<file path="src/hdl/shlc_pkg.sv">
`timescale 1ns / 1ps
// shlc_pkg: types, character codes and helper functions for the greeting line checker
// no dependencies; used by shlc_line_fsm and the top module of the checker

package shlc_pkg;

  // character codes
  localparam logic [7:0] CH_TAB   = 8'd9;
  localparam logic [7:0] CH_LF    = 8'd10;
  localparam logic [7:0] CH_CR    = 8'd13;
  localparam logic [7:0] CH_SPACE = 8'd32;
  localparam logic [7:0] CH_DOT   = 8'd46;
  localparam logic [7:0] CH_ZERO  = 8'd48;
  localparam logic [7:0] CH_NINE  = 8'd57;
  localparam logic [7:0] CH_OPEN  = 8'd91;
  localparam logic [7:0] CH_CLOSE = 8'd93;
  localparam logic [7:0] CH_LOW_A = 8'd97;
  localparam logic [7:0] CH_LOW_Z = 8'd122;
  localparam logic [7:0] CASE_OFS = 8'd32;

  // command word lengths and address literal bounds
  localparam logic [2:0] CMD_LEN_WORD = 3'd4;
  localparam logic [2:0] CMD_LEN_MAX  = 3'd5;
  localparam logic [1:0] DOTS_NEEDED  = 2'd3;
  localparam logic [1:0] OCTET_MAX    = 2'd3;

  typedef enum logic [2:0] {
    PH_CMD       = 3'd0,
    PH_ARG_FIRST = 3'd1,
    PH_ARG       = 3'd2,
    PH_TRAIL     = 3'd3
  } phase_t;

  typedef enum logic [1:0] {
    LIT_NONE   = 2'd0,
    LIT_OPEN   = 2'd1,
    LIT_CLOSED = 2'd2
  } lit_mode_t;

  typedef enum logic [1:0] {
    V_OK      = 2'd0,
    V_SYNTAX  = 2'd1,
    V_LITERAL = 2'd2
  } verdict_t;

  typedef enum logic [1:0] {
    K_UNKNOWN = 2'd0,
    K_HELO    = 2'd1,
    K_EHLO    = 2'd2
  } kind_t;

  // per-line state
  typedef struct packed {
    phase_t     phase;
    logic [2:0] cmd_len;
    logic       helo_ok;
    logic       ehlo_ok;
    logic       syntax_bad;
    lit_mode_t  lit_mode;
    logic [1:0] digit_cnt;
    logic [1:0] dot_cnt;
    logic       lit_bad;
  } line_state_t;

  // verdict for one line, from the parser to the output register
  typedef struct packed {
    logic     valid;
    verdict_t verdict;
    kind_t    kind;
  } line_result_t;

  localparam line_state_t LINE_CLEAR = '{
    phase:      PH_CMD,
    cmd_len:    3'd0,
    helo_ok:    1'b1,
    ehlo_ok:    1'b1,
    syntax_bad: 1'b0,
    lit_mode:   LIT_NONE,
    digit_cnt:  2'd0,
    dot_cnt:    2'd0,
    lit_bad:    1'b0
  };

  // fold a-z to upper case
  function automatic logic [7:0] upper_case(input logic [7:0] c);
    if (c >= CH_LOW_A && c <= CH_LOW_Z) begin
      return c - CASE_OFS;
    end
    return c;
  endfunction

  // letters of HELO
  function automatic logic [7:0] helo_char(input logic [1:0] idx);
    logic [7:0] ch;
    unique case (idx)
      2'd0:    ch = 8'h48;
      2'd1:    ch = 8'h45;
      2'd2:    ch = 8'h4C;
      default: ch = 8'h4F;
    endcase
    return ch;
  endfunction

  // letters of EHLO
  function automatic logic [7:0] ehlo_char(input logic [1:0] idx);
    logic [7:0] ch;
    unique case (idx)
      2'd0:    ch = 8'h45;
      2'd1:    ch = 8'h48;
      2'd2:    ch = 8'h4C;
      default: ch = 8'h4F;
    endcase
    return ch;
  endfunction

endpackage

</file>
<file path="src/hdl/shlc_in_stage.sv">
`timescale 1ns / 1ps
// shlc_in_stage: input register for one line character
// depends on nothing but the clock and reset

module shlc_in_stage (
  input  logic       clk,
  input  logic       rst_n,
  input  logic       in_valid,
  output logic       in_stall,
  input  logic [7:0] in_char_in,
  input  logic       consume,
  output logic       hold_valid,
  output logic [7:0] hold_char
);

  logic       valid_r;
  logic       valid_nxt;
  logic [7:0] char_r;
  logic       load;

  // stall only while a held request cannot move on
  assign in_stall = valid_r && !consume;
  assign load     = !in_stall;

  always_comb begin
    valid_nxt = valid_r;
    if (load) begin
      valid_nxt = in_valid;
    end
  end

  // control register
  always_ff @(posedge clk) begin
    if (!rst_n) begin
      valid_r <= 1'b0;
    end else begin
      valid_r <= valid_nxt;
    end
  end

  // payload register
  always_ff @(posedge clk) begin
    if (load && in_valid) begin
      char_r <= in_char_in;
    end
  end

  assign hold_valid = valid_r;
  assign hold_char  = char_r;

endmodule

</file>
<file path="src/hdl/shlc_line_fsm.sv">
`timescale 1ns / 1ps
// shlc_line_fsm: line state registers and the per-character next-state logic
// depends on shlc_pkg

module shlc_line_fsm (
  input  logic                  clk,
  input  logic                  rst_n,
  input  logic                  step,
  input  logic [7:0]            char_in,
  output shlc_pkg::line_result_t result
);

  shlc_pkg::line_state_t state_r;
  shlc_pkg::line_state_t state_nxt;
  logic                  after_cr_r;
  logic                  after_cr_nxt;

  logic       blank;
  logic       is_digit;
  logic       is_helo;
  logic       is_ehlo;
  logic       end_sb;
  logic       end_lb;
  logic [7:0] up_char;

  assign blank    = (char_in == shlc_pkg::CH_SPACE) || (char_in == shlc_pkg::CH_TAB);
  assign is_digit = (char_in >= shlc_pkg::CH_ZERO) && (char_in <= shlc_pkg::CH_NINE);
  assign up_char  = shlc_pkg::upper_case(char_in);

  // line end verdict terms
  assign end_sb  = state_r.syntax_bad || (state_r.phase == shlc_pkg::PH_CMD) ||
                   (state_r.phase == shlc_pkg::PH_ARG_FIRST);
  assign end_lb  = state_r.lit_bad ||
                   ((state_r.phase == shlc_pkg::PH_ARG) &&
                    (state_r.lit_mode == shlc_pkg::LIT_OPEN));
  assign is_helo = (state_r.cmd_len == shlc_pkg::CMD_LEN_WORD) && state_r.helo_ok;
  assign is_ehlo = (state_r.cmd_len == shlc_pkg::CMD_LEN_WORD) && state_r.ehlo_ok;

  // next state and result
  always_comb begin
    state_nxt      = state_r;
    after_cr_nxt   = after_cr_r;
    result.valid   = 1'b0;
    result.verdict = shlc_pkg::V_OK;
    result.kind    = shlc_pkg::K_UNKNOWN;

    if (is_helo) begin
      result.kind = shlc_pkg::K_HELO;
    end else if (is_ehlo) begin
      result.kind = shlc_pkg::K_EHLO;
    end

    if (end_sb) begin
      result.verdict = shlc_pkg::V_SYNTAX;
    end else if (is_helo) begin
      result.verdict = end_lb ? shlc_pkg::V_LITERAL : shlc_pkg::V_OK;
    end else if (is_ehlo) begin
      result.verdict = shlc_pkg::V_OK;
    end else begin
      result.verdict = shlc_pkg::V_SYNTAX;
    end

    priority if (char_in == shlc_pkg::CH_LF && after_cr_r) begin
      // second half of a CR LF pair
      after_cr_nxt = 1'b0;
    end else if (char_in == shlc_pkg::CH_CR || char_in == shlc_pkg::CH_LF) begin
      // line end: give the verdict and start over
      result.valid = 1'b1;
      state_nxt    = shlc_pkg::LINE_CLEAR;
      after_cr_nxt = (char_in == shlc_pkg::CH_CR);
    end else begin
      after_cr_nxt = 1'b0;
      unique case (state_r.phase)
        shlc_pkg::PH_CMD: begin
          if (char_in == shlc_pkg::CH_SPACE) begin
            if (state_r.cmd_len == 3'd0) begin
              state_nxt.syntax_bad = 1'b1;
            end
            state_nxt.phase = shlc_pkg::PH_ARG_FIRST;
          end else if (char_in == shlc_pkg::CH_TAB) begin
            state_nxt.syntax_bad = 1'b1;
          end else begin
            if (state_r.cmd_len < shlc_pkg::CMD_LEN_WORD) begin
              if (up_char != shlc_pkg::helo_char(state_r.cmd_len[1:0])) begin
                state_nxt.helo_ok = 1'b0;
              end
              if (up_char != shlc_pkg::ehlo_char(state_r.cmd_len[1:0])) begin
                state_nxt.ehlo_ok = 1'b0;
              end
            end else begin
              state_nxt.helo_ok = 1'b0;
              state_nxt.ehlo_ok = 1'b0;
            end
            if (state_r.cmd_len < shlc_pkg::CMD_LEN_MAX) begin
              state_nxt.cmd_len = state_r.cmd_len + 3'd1;
            end
          end
        end
        shlc_pkg::PH_ARG_FIRST: begin
          if (blank) begin
            state_nxt.syntax_bad = 1'b1;
          end else begin
            if (char_in == shlc_pkg::CH_OPEN) begin
              state_nxt.lit_mode = shlc_pkg::LIT_OPEN;
            end
            state_nxt.phase = shlc_pkg::PH_ARG;
          end
        end
        shlc_pkg::PH_ARG: begin
          if (blank) begin
            if (state_r.lit_mode == shlc_pkg::LIT_OPEN) begin
              state_nxt.lit_bad = 1'b1;
            end
            state_nxt.phase = shlc_pkg::PH_TRAIL;
          end else if (state_r.lit_mode != shlc_pkg::LIT_NONE) begin
            // address literal checks
            priority if (state_r.lit_mode == shlc_pkg::LIT_CLOSED) begin
              state_nxt.lit_bad = 1'b1;
            end else if (is_digit) begin
              if (state_r.digit_cnt >= shlc_pkg::OCTET_MAX) begin
                state_nxt.lit_bad = 1'b1;
              end else begin
                state_nxt.digit_cnt = state_r.digit_cnt + 2'd1;
              end
            end else if (char_in == shlc_pkg::CH_DOT) begin
              if (state_r.digit_cnt == 2'd0 || state_r.dot_cnt >= shlc_pkg::DOTS_NEEDED) begin
                state_nxt.lit_bad = 1'b1;
              end else begin
                state_nxt.dot_cnt   = state_r.dot_cnt + 2'd1;
                state_nxt.digit_cnt = 2'd0;
              end
            end else if (char_in == shlc_pkg::CH_CLOSE) begin
              if (state_r.dot_cnt != shlc_pkg::DOTS_NEEDED || state_r.digit_cnt == 2'd0) begin
                state_nxt.lit_bad = 1'b1;
              end
              state_nxt.lit_mode = shlc_pkg::LIT_CLOSED;
            end else begin
              state_nxt.lit_bad = 1'b1;
            end
          end
        end
        default: begin
          if (!blank) begin
            state_nxt.syntax_bad = 1'b1;
          end
        end
      endcase
    end
  end

  // state registers
  always_ff @(posedge clk) begin
    if (!rst_n) begin
      state_r    <= shlc_pkg::LINE_CLEAR;
      after_cr_r <= 1'b0;
    end else if (step) begin
      state_r    <= state_nxt;
      after_cr_r <= after_cr_nxt;
    end
  end

  // a verdict always leaves a fresh line behind
  a_clear_after_end: assert property (@(posedge clk) disable iff (!rst_n)
    step && result.valid |=> state_r.phase == shlc_pkg::PH_CMD && state_r.cmd_len == 3'd0)
    else $error("line state not cleared after line end");

  // command length saturates
  a_len_sat: assert property (@(posedge clk) disable iff (!rst_n)
    state_r.cmd_len <= shlc_pkg::CMD_LEN_MAX)
    else $error("command length past saturation");

  // a literal only exists inside or after the argument
  a_lit_phase: assert property (@(posedge clk) disable iff (!rst_n)
    state_r.lit_mode != shlc_pkg::LIT_NONE |->
      state_r.phase == shlc_pkg::PH_ARG || state_r.phase == shlc_pkg::PH_TRAIL)
    else $error("literal mode outside argument");

endmodule

</file>
<file path="src/hdl/smtp_helo_line_checker_top.sv">
`timescale 1ns / 1ps
// smtp_helo_line_checker_top: greeting line checker, input register, parser, result register
// depends on shlc_pkg, shlc_in_stage and shlc_line_fsm
//
//   channel   direction   ports                                      request
//   in        input       in_valid, in_stall, in_char_in             one line character
//   out       output      out_valid, out_stall, out_verdict,         one verdict per line end
//                         out_command_kind
//
// one character per cycle while out_stall does not hold the result register; a verdict for a line end
// goes from the input register through the parser into the result register
// a LF right after CR, and any other non-ending character, give no request on out
// rst_n is synchronous and active low; it clears the line state and both valid flags
// out_stall holds the result register, and in_stall rises once a character waits behind it

module smtp_helo_line_checker_top (
  input  logic       clk,
  input  logic       rst_n,
  input  logic       in_valid,
  output logic       in_stall,
  input  logic [7:0] in_char_in,
  output logic       out_valid,
  input  logic       out_stall,
  output logic [1:0] out_verdict,
  output logic [1:0] out_command_kind
);

  logic                   hold_valid;
  logic [7:0]             hold_char;
  logic                   can_load;
  logic                   step;
  shlc_pkg::line_result_t result;
  logic                   out_valid_r;
  logic                   out_valid_nxt;
  shlc_pkg::verdict_t     verdict_r;
  shlc_pkg::kind_t        kind_r;

  // result register free or draining this cycle
  assign can_load = !out_valid_r || !out_stall;
  assign step     = hold_valid && can_load;

  shlc_in_stage u_in_stage (
    .clk        (clk),
    .rst_n      (rst_n),
    .in_valid   (in_valid),
    .in_stall   (in_stall),
    .in_char_in (in_char_in),
    .consume    (can_load),
    .hold_valid (hold_valid),
    .hold_char  (hold_char)
  );

  shlc_line_fsm u_line_fsm (
    .clk     (clk),
    .rst_n   (rst_n),
    .step    (step),
    .char_in (hold_char),
    .result  (result)
  );

  // result valid
  always_comb begin
    out_valid_nxt = out_valid_r;
    if (can_load) begin
      out_valid_nxt = step && result.valid;
    end
  end

  always_ff @(posedge clk) begin
    if (!rst_n) begin
      out_valid_r <= 1'b0;
    end else begin
      out_valid_r <= out_valid_nxt;
    end
  end

  // result payload
  always_ff @(posedge clk) begin
    if (step && result.valid) begin
      verdict_r <= result.verdict;
      kind_r    <= result.kind;
    end
  end

  assign out_valid        = out_valid_r;
  assign out_verdict      = verdict_r;
  assign out_command_kind = kind_r;

  // input stalls only behind a blocked result
  a_stall_cause: assert property (@(posedge clk) disable iff (!rst_n)
    in_stall |-> out_valid_r && out_stall)
    else $error("input stalled while result register free");

  // a bad literal only comes with HELO
  a_lit_helo: assert property (@(posedge clk) disable iff (!rst_n)
    out_valid_r && verdict_r == shlc_pkg::V_LITERAL |-> kind_r == shlc_pkg::K_HELO)
    else $error("literal verdict without HELO");

  // an accepted verdict names a known command
  a_ok_known: assert property (@(posedge clk) disable iff (!rst_n)
    out_valid_r && verdict_r == shlc_pkg::V_OK |-> kind_r != shlc_pkg::K_UNKNOWN)
    else $error("accepted line without known command");

endmodule

</file>
<file path="config.mk">
export PLATFORM = sky130hd
export DESIGN_NAME = smtp_helo_line_checker_top
export DESIGN_NICKNAME = d
export VERILOG_FILES = /design/src/hdl/shlc_pkg.sv /design/src/hdl/shlc_in_stage.sv /design/src/hdl/shlc_line_fsm.sv /design/src/hdl/smtp_helo_line_checker_top.sv
export SDC_FILE = /design/constraint.sdc
export NUM_CORES = 1
export LEC_CHECK = 0
export BUFFER_PORTS_ARGS = -buffer_cell sky130_fd_sc_hd__buf_4
export CORE_UTILIZATION = 58
export CTS_BUF_LIST = sky130_fd_sc_hd__clkbuf_16
export DETAILED_ROUTE_END_ITERATION = 16
export PLACE_DENSITY = 0.86
export SYNTH_ARGS = -nofsm -noshare
export SYNTH_HDL_FRONTEND = slang
export SYNTH_HIERARCHICAL = 1
export SYNTH_SLANG_ARGS = --single-unit
</file>
<file path="constraint.sdc">
create_clock -name clk -period 5.6 [get_ports clk]
set_input_delay 0.84 -clock clk [delete_from_list [all_inputs] [get_ports clk]]
set_output_delay 0.84 -clock clk [all_outputs]
set_load 0.02 [all_outputs]
</file>
==> Word level (Yosys, flattened, before mapping) <==
Cells that the tools add are included.
{ "op_classes": {"mux": 67, "div_mod_pow": 0, "n_bitwise": 1, "mul": 0, "reduce_logical": 45, "n_eq_ne": 46, "magnitude_cmp": 8, "addsub": 4, "n_shift": 0} }
{ "ops": {"columns": ["cell", "count"], "rows": [
  ["$mux 8", 14],
  ["$ne 3x3->1 const B", 10],
  ["$eq 8x4->1 const B", 3],
  ["$mux 2", 12],
  ["$pmux 4 s3", 2],
  ["$reduce_and 6->1", 4],
  ["$mux 1", 22],
  ["$mux 5", 4],
  ["$reduce_and 9->1", 2],
  ["$eq 8x6->1 const B", 2],
  ["$eq 8x7->1 const B", 2],
  ["$mux 16", 1],
  ["$ne 8x8->1", 2],
  ["$ne 3x2->1 const B", 5],
  ["$mux 3", 4],
  ["$mux 6", 2],
  ["$ne 2x2->1 const B", 6],
  ["$reduce_bool 2->1", 6],
  ["$reduce_and 11->1", 1],
  ["$logic_and 1x1->1", 10],
  ["$pmux 3 s3", 1],
  ["$reduce_bool 3->1", 3],
  ["$ge 8x6->1 const B", 1],
  ["$ge 8x7->1 const B", 1],
  ["31 further kinds", 51]
]} }
{ "word_totals": {"input_bits": 12, "romBits": 0, "register_bits": 31, "mem_count": 0, "latchBits": 0, "word_cells": 186, "ramBits": 0, "out_inout_bits": 6} }

==> Depth between registers and ports, before layout <==
Gate-level depths: netlist of run 1.
{ "logic_depth": {"depth_word": 15, "depth_mapped": 7, "depth_no_buf": 7} }

==> Modules after synthesis <==
The synthesis of run 1 kept the hierarchy.
{ "by_module_without_submodules": {"columns": ["mod", "cells_each", "area_per_inst_um2", "instances"], "rows": [
  ["shlc_line_fsm", 177, 1426.4, 1],
  ["shlc_in_stage", 12, 287.8, 1],
  ["smtp_helo_line_checker_top", 10, 168.9, 1]
]} }

==> Worst setup path after synthesis of run 1 <==
Ideal clock, no wire load.
{ "synth_path": {"path_type": "input-to-reg", "start": "input out_stall", "end": "register u_line_fsm/state_r[13] (netlist bit)", "path_buffers": 0, "cell_stages": 6, "required_ns": 5.526, "slack_ns": 3.555, "arrival_time_ns": 1.971, "path_cell_list": "nand2_2 -> and2_1 -> inv_1 -> a41o_1 -> or4_1 -> o21ai_0"} }
{ "synth_between": {"elab_chain_len": 4} }
{ "synth_rtl": {"columns": ["item", "line_no", "source"], "rows": [
  ["start: declaration", "smtp_helo_line_checker_top.sv:23", "input logic out_stall,"],
  ["$logic_not 1->1", "smtp_helo_line_checker_top.sv:39", "assign can_load = !out_valid_r || !out_stall;"],
  ["$logic_or 1x1->1", "smtp_helo_line_checker_top.sv:39", null],
  ["$logic_and 1x1->1", "smtp_helo_line_checker_top.sv:40", "assign step = hold_valid && can_load;"],
  ["via step", "smtp_helo_line_checker_top.sv:31", "logic step;"],
  ["$reduce_and 6->1 (no line)", null, null],
  ["end signal: assignment", "shlc_line_fsm.sv:154", "state_r <= shlc_pkg::LINE_CLEAR;"],
  ["end signal: assignment", "shlc_line_fsm.sv:157", "state_r <= state_nxt;"],
  ["end: declaration", "shlc_line_fsm.sv:13", "shlc_pkg::line_state_t state_r;"]
]} }
The timed path passes the listed nets, and every way through them passes these cells.
A chain may end at the register's enable or synchronous reset.

==> Worst setup path after layout of run 1 <==
{ "layout_path": {"start": "register u_in_stage.char_r[0], in the netlist u_in_stage/hold_char[0]", "end": "register u_line_fsm/state_r[13] (netlist bit)"} }
{ "layout_between": {"elab_chain_len": 4, "word_cells_on_any_way": 14, "cone_classes": "eq/ne: 7; mux: 1; bitwise: 1; reduce/logical: 5"} }
{ "layout_rtl": {"columns": ["item", "line_no", "source"], "rows": [
  ["start: declaration", "shlc_in_stage.sv:18", "logic [7:0] char_r;"],
  ["start signal: assignment", "shlc_in_stage.sv:44", "char_r <= in_char_in;"],
  ["$eq 8x4->1 (tied with other cells)", "shlc_line_fsm.sv:66", "end else if (char_in == shlc_pkg::CH_CR || char_in == shlc_pkg::CH_LF) begin"],
  ["$logic_or 1x1->1 (tied with other cells)", "shlc_line_fsm.sv:66", null],
  ["$ne 3x2->1 (no line) (tied with other cells)", null, null],
  ["$reduce_and 6->1 (no line)", null, null]
]} }
Several ways; a longest one is shown, not always the timed one.

==> results of run 1 <==
## final cells by class
cell class	count	area, µm²	share of cell area
Tap cell	44	55.1	0.0253
Timing Repair Buffer	17	128	0.0587
Inverter	14	52.6	0.0242
Clock buffer	5	125	0.0576
Multi-Input combinational cell	148	1080	0.495
Sequential cell	30	721	0.332
Clock inverter	3	16.3	0.00748
## critical path, delay by kind of cell, from the launching register on
family | cells | cell delay, ps
AND/OR/NAND/NOR | 2 | 960
AO/OA/AOI/OAI | 3 | 700
flip-flops | 1 | 590
## cell usage in the layout, fill, tap and decap left out, types with 2 or more instances in the layout
cell       netlist  final
a21oi_1          9      9
a31oi_1          3      3
and2_1           4      4
buf_4            1     17
clkbuf_16        0      5
dfxtp_1         18     18
edfxtp_1        12     12
ha_1            12     12
inv_1           14     14
mux2i_1          2      2
nand2_1         18     18
nand2b_1         5      5
nand3_1          7      7
nand3b_1         2      2
nand4_1          3      3
nand4b_1         3      3
nor2_1           6      6
nor2b_1          4      4
nor3_1           4      4
nor4_1           6      6
o211a_1          3      3
o211ai_1         3      3
o21ai_0          6      6
o21ai_1          2      2
o22ai_1          2      2
o31ai_1          3      3
o41ai_1          2      2
xnor2_1          3      3
xor2_1           6      6
## power by group
part | internal, W | switching [W]
logic | 0.0000211 | 0.0000234
registers | 0.000233 | 0.0000114
clock network | 0.000162 | 0.0000949
total | 0.000416 | 0.000130
## metal layers
metal	wire [µm]	part of all wire	GRT usage	up-vias
li1	-	-	-	764
met5	0	0	0	-
met1	1700	0.43	0.308	723
met3	248	0.063	0.0546	11
met2	1880	0.48	0.399	59
met4	91	0.023	0.143	0
## registers in the layout (all words and copies together) (netlist names)
signal	flops
u_line_fsm/state_r	15
u_in_stage/hold_char	8
out_command_kind	2
out_verdict	2
out_valid	1
u_in_stage/hold_valid	1
u_line_fsm/after_cr_r	1
## worst max-delay path by stage
stage | startpoint | to | slack, ps | cells past startpoint
2_1_floorplan | out_stall | u_line_fsm/state_r[13]$_SDFFE_PN0P_ | 3550 | 6
3_3_place_gp | out_stall | u_line_fsm/state_r[13]$_SDFFE_PN0P_ | 3330 | 7
3_5_place_dp | out_stall | u_line_fsm/state_r[13]$_SDFFE_PN0P_ | 3300 | 7
4_1_cts | u_in_stage/hold_char[0]$_DFFE_PP_ | u_line_fsm/state_r[13]$_SDFFE_PN0P_ | 3300 | 5
5_1_grt | u_in_stage/hold_char[0]$_DFFE_PP_ | u_line_fsm/state_r[13]$_SDFFE_PN0P_ | 3140 | 5
6_report | u_in_stage/hold_char[0]$_DFFE_PP_ | u_line_fsm/state_r[13]$_SDFFE_PN0P_ | 3270 | 5
## metrics by stage
step                      power, W   util  cells  instance area (µm²)  hold slack (ps)
final                     0.000546  0.706    261                 2170              452
after detailed placement  0.000292  0.660    253                 2030              446
after floorplan           0.000278      -    199                 1880              426
after global routing      0.000564  0.706    261                 2170              465
after global placement    0.000291  0.660    253                 2030              438
after CTS                 0.000550  0.706    261                 2170              452
## cell families (layout without fill, tap and decap cells)
group	count (synthesis)	in the layout	synth area share
buffers and inverters	21	39	0.0458
AND/OR/NAND/NOR	77	77	0.243
flip-flops	30	30	0.383
XOR/XNOR	9	9	0.0419
adder cells (fa/ha/maj)	12	12	0.0797
multiplexers	2	2	0.0106
AO/OA/AOI/OAI	48	48	0.197
==> summary.md, run 1 <==
| Metric | Value |
|---|---|
| Max Root-Sink Buffers | 2 |
| Cells on worst reg2reg path | 5 |
| Relative slew slack | 0.539 |
| Drt first pass iters | 4 |
| Pins Over Slew Limit | 0 |
| Crit-path max cell delay | approximately 590 ps |
| Post-Place Worst Slack | 3300 ps |
| Drt total wl | 3.92 mm |
| VDD IR-drop max | ~0.16 mV |
| Synth Net Count | 223 |
| Post-DR vias/cell | 5.97 |
| Crit path kind | register to register |
| Initial core utilization | 0.612 |
| Htree depth | 2 |
| Ys flop type | dfxtp_1 |
| Hpwl dp | 2.77 mm |
| Synth unique cells | 60 |
| Final Hold Vio Count | 0 |
| CTS tree | yes |
| Post_cts resized | 0 |
| CP Max Fanout | 12 |
| Clock skew | 5.94 ps |
| Top-area cell type share of the netlist area | 0.191 |
| RSZ-0062 raised after global routing | no |
| Die Ht | between 50 and 60 µm |
| DR vias | 1,557 |
| Final Setup Violations | 0 |
| First-pass GRT wire length | 6.27 mm |
| Reg2Reg Launch Point | u_in_stage/hold_char[0]$_DFFE_PP_ |
| Tightest Pin Transition | a little under 700 ps |
| Setup TNS | 0 ps |
| Synth warn | 6 |
| Overall routing resource usage | 0.249 |
| Per-cell routed wire length | 15.0 µm |
| Cts bufs inserted | 5 |
| Final Wtd Congestion | approximately 0.84 |
| Slowest stage cell, crit path | edfxtp_1 |
| Worst skew pair latency | 280 ps |
| Lkg Pwr | 0.857 nW |
| Setup Buffers After CTS | 0 |
| Hold Path Stages | 2 |
| Clock sinks | 30 |
| Register area share after synthesis | 0.383 |
| CTS Root Cell | clkbuf_16 |
| Gr ovfl total | 0 |
| Worst Hold Path EP | u_line_fsm/state_r[0]$_SDFFE_PN0P_ |
| EDFF count, synth | 12 |
| Post-synth top cells | dfxtp_1, nand2_1, inv_1 |
| Cell accounting for the most synthesized area | dfxtp_1 |
| DRC Markers | 0 |
| IO Port Bufs | 17 |
| FMAX | 430 MHz |
| Share of cells above drive strength 1 | 0.175 |
| Mapped Cells | 199 |
| CTS Hold Bufs | 0 |
| Initial antenna violation count | 0 |
| Register-to-Register Setup Slack | 3270 ps |
| Die width | 59.0 µm |
| Crit path required time | 5800 ps |
| Reg2reg end | u_line_fsm/state_r[13]$_SDFFE_PN0P_ |
| Final worst slack | 3270 ps |
| Diode count | 0 |
| Synth Cell Area | 0.00188 mm² |
| Status | finished, final reports clean |
| CP arrival | ~2500 ps |
| Fraction of registers with async set/reset | 0 |
| Synth area leaders | dfxtp_1, edfxtp_1, ha_1, nand2_1, inv_1 |
| # rows | 20 |
| Number of DRC markers in iteration 0 | 87 |
| Startpoint Class | register |
| Largest net degree at the start of global routing | 18 |
| Mapped Avg Cell Area | 9.46 µm² |
| CORE AREA | 0.00308 mm² |
| Io pins | 18 |
| Antenna viol nets, final | 0 |
| Max cap viols | 0 |
| CP cell instances | or3b_4 -> a2111oi_4 -> o211ai_2 -> or4_1 -> o21ai_0 |
| Min cycle time layout | 2330 ps |
| Area of the die | ~0.0035 mm² |
| PD cells | roughly 250 mW/mm² |
| Layout filler cell count | 239 |
| Final period util | 0.416 |
| Worst setup EP type | register |
| Hold WC Path Type | register to register |
| Area grow syn2layout | 15.4% |
| Min-delay src | u_line_fsm/state_r[0]$_SDFFE_PN0P_ |
| Number of global-route vias before repair | 1,381 |
| Final net count | 240 |
| Yosys reg bits | 30 |
| Clk slew on worst S/H paths | 50 ps |
Power figures use the tool's default switching activity.
==> run 2: changes to the inputs <==
- CORE_UTILIZATION: 58 -> 53
- PLACE_DENSITY: 0.86 -> 0.83
- clock period: 5.6 -> 2.1 ns (I/O delays scaled with it)
==> run 2 against run 1 <==
Compared with the run above: non-clock buffer count rose by 16; first-iteration DRC count fell by 21%; critical path type unchanged; via count rose by 5.5%; register-to-register slack got worse by 3200 ps; critical path depth did not move; sequential share of layout area fell by 2.5 points; hold slack got worse by 240 ps; largest power group unchanged; global-route usage rose by 0.26 points; final area rose by 8.1%; highest routed layer unchanged; power rose to 2.9 times the previous value; count of clock-buffer cells in the layout did not move.
==> summary.md, run 2 (same netlist as run 1, synthesis figures left out) <==
| Metric | Value |
|---|---|
| Cell Area, Placed | 0.00216 mm² |
| Relative slew slack | 0.628 |
| Area of the die | 0.00380 mm² |
| First-pass GRT wire length | 6.87 mm |
| Area grow syn2layout | 24.7% |
| Origin of the worst setup path | u_in_stage/hold_char[5]$_DFFE_PP_ |
| CP cell instances | or3b_4 -> a2111oi_4 -> o211ai_2 -> or4_1 -> o21ai_0 |
| Initial antenna violation count | 0 |
| Post-DR vias/cell | 5.89 |
| Antenna viol nets, final | 0 |
| Min cycle time layout | 2060 ps |
| Crit-path max cell delay | 480 ps |
| CTS Root Cell | clkbuf_16 |
| Io pins | 18 |
| Hold WC Path Type | input pin to register |
| Die Ht | between 60 and 70 µm |
| PD cells | 680 mW/mm² |
| Clock skew | 4.09 ps |
| CP arrival | 2260 ps |
| Gr ovfl total | 0 |
| Setup TNS | 0 ps |
| Most frequent cells in the layout | buf_4, nand2_1, dfxtp_1 |
| Psw | 0.000349 W |
| Final Wtd Congestion | between 0.8 and 0.9 |
| VDD IR-drop max | ~0.57 mV |
| # rows | 21 |
| Initial core utilization | 0.560 |
| Pins Over Slew Limit | 0 |
| Die width | between 60 and 70 µm |
| Reg2reg end | u_line_fsm/state_r[13]$_SDFFE_PN0P_ |
| Clk pwr share | 0.503 |
| CTS tree | yes |
| Max Root-Sink Buffers | 2 |
| Reg2Reg Launch Point | u_in_stage/hold_char[5]$_DFFE_PP_ |
| DRC Markers | 0 |
| Drt total wl | 4.33 mm |
| Worst Hold Path EP | u_in_stage/hold_char[4]$_DFFE_PP_ |
| Max cap viols | 0 |
| Number of DRC markers in iteration 0 | 69 |
| Inst Count DP | 270 |
| Crit path required time | 2300 ps |
| Htree depth | 2 |
| Worst skew pair latency | 280 ps |
| DR vias | 1,642 |
| WHS | 210 ps |
| Overall power | between 0.0015 and 0.002 W |
| Cts bufs inserted | 5 |
| Most common cell after layout, fill and taps aside | buf_4 |
| Diode count | 0 |
| Max FFs per register | 15 |
| Final Setup Violations | 0 |
| Startpoint Class | register |
| Register-to-Register Setup Slack | 40 ps |
| Status | finished, final reports clean |
| CP Max Fanout | 9 |
| Min-delay src | in_char_in[4] |
| Flop pwr share | 0.402 |
| Final net count | between 200 and 300 |
| Hpwl dp | 3.07 mm |
| Lkg Pwr | 0.961 nW |
| Crit path kind | register to register |
| Internal power | approximately 0.0012 W |
| CORE AREA | 0.00336 mm² |
| Combinational fraction of design power | 0.095 |
| Most flop-heavy register | u_line_fsm/state_r |
| Layout filler cell count | between 200 and 300 |
| Number of global-route vias before repair | around 1,600 |
| Per-cell routed wire length | roughly 16 µm |
| Final Cell Area | 0.00235 mm² |
| IO Port Bufs | 17 |
| Clk slew on worst S/H paths | 50 ps |
| Sw frac | 0.218 |
| Hold Path Stages | 1 |
| FMAX | 486 MHz |
| Worst setup EP type | register |
| Share of cells above drive strength 1 | 0.249 |
| Fin cells | 279 |
| Slowest stage cell, crit path | or4_1 |
| Drt first pass iters | 4 |
| Overall routing resource usage | 0.251 |
| Cells on worst reg2reg path | 5 |
| Clock sinks | 30 |
| Final period util | 0.980 |
| Largest net degree at the start of global routing | 18 |
| Tightest Pin Transition | 550 ps |
| Final Hold Vio Count | 0 |
==> run 2: how the worst max path moves through the flow <==
| stage | to | depth (start not counted) |
|---|---|---|
| after floorplan | u_line_fsm/state_r[13]$_SDFFE_PN0P_ | 6 |
| after global placement | u_line_fsm/state_r[13]$_SDFFE_PN0P_ | 5 |
| after detailed placement | u_line_fsm/state_r[3]$_SDFFE_PN0P_ | 6 |
| after CTS | u_line_fsm/state_r[3]$_SDFFE_PN0P_ | 6 |
| after global routing | u_line_fsm/state_r[13]$_SDFFE_PN0P_ | 5 |
| final | u_line_fsm/state_r[13]$_SDFFE_PN0P_ | 5 |
==> run 2: stage by stage <==
step	util	setup slack, ps
after CTS	0.691	13.8
final	0.698	42.9
after global placement	0.642	127
after detailed placement	0.642	57.3
after global routing	0.698	-3.81
after floorplan	-	78.7
==> run 2: cell type report <==
class | count | area [µm²] | area share
multi-input combinational | 148 | 1090 | 0.465
inverter | 14 | 52.6 | 0.0224
tap | 46 | 57.6 | 0.0245
clock buffer | 5 | 125 | 0.0533
sequential | 30 | 721 | 0.307
timing repair buffer | 33 | 260 | 0.111
clock inverter | 3 | 40.0 | 0.0170
==> run 2: power groups by stage <==
| stage | clock network, W | logic (W) | registers, W |
|---|---|---|---|
| after floorplan | 0 | 0.0000941 | 0.000646 |
| after global placement | 0 | 0.000140 | 0.000652 |
| after detailed placement | 0 | 0.000145 | 0.000652 |
| after CTS | 0.000811 | 0.000147 | 0.000641 |
| after global routing | 0.000836 | 0.000167 | 0.000643 |
| final | 0.000803 | 0.000152 | 0.000641 |
==> run 2: worst max-delay path, delay by kind of cell, from the launching register on <==
family / cells / cell delay, ps
AO/OA/AOI/OAI: 3 / 590
AND/OR/NAND/NOR: 2 / 910
flip-flops: 1 / 470
==> run 2: what timing repair did <==
item,4_1_cts,5_1_grt
resized for setup,0,4
hold buffers,0,0
endpoints found under the setup margin,0,9
setup buffers,0,1
==> run 2: layer usage <==
metal | track usage | vias to the layer above | wire, µm
met5 | 0 | - | 0
met4 | 0.114 | 0 | 102
met3 | 0.0693 | 12 | 240
met2 | 0.442 | 64 | 2180
met1 | 0.281 | 762 | 1800
li1 | - | 804 | -
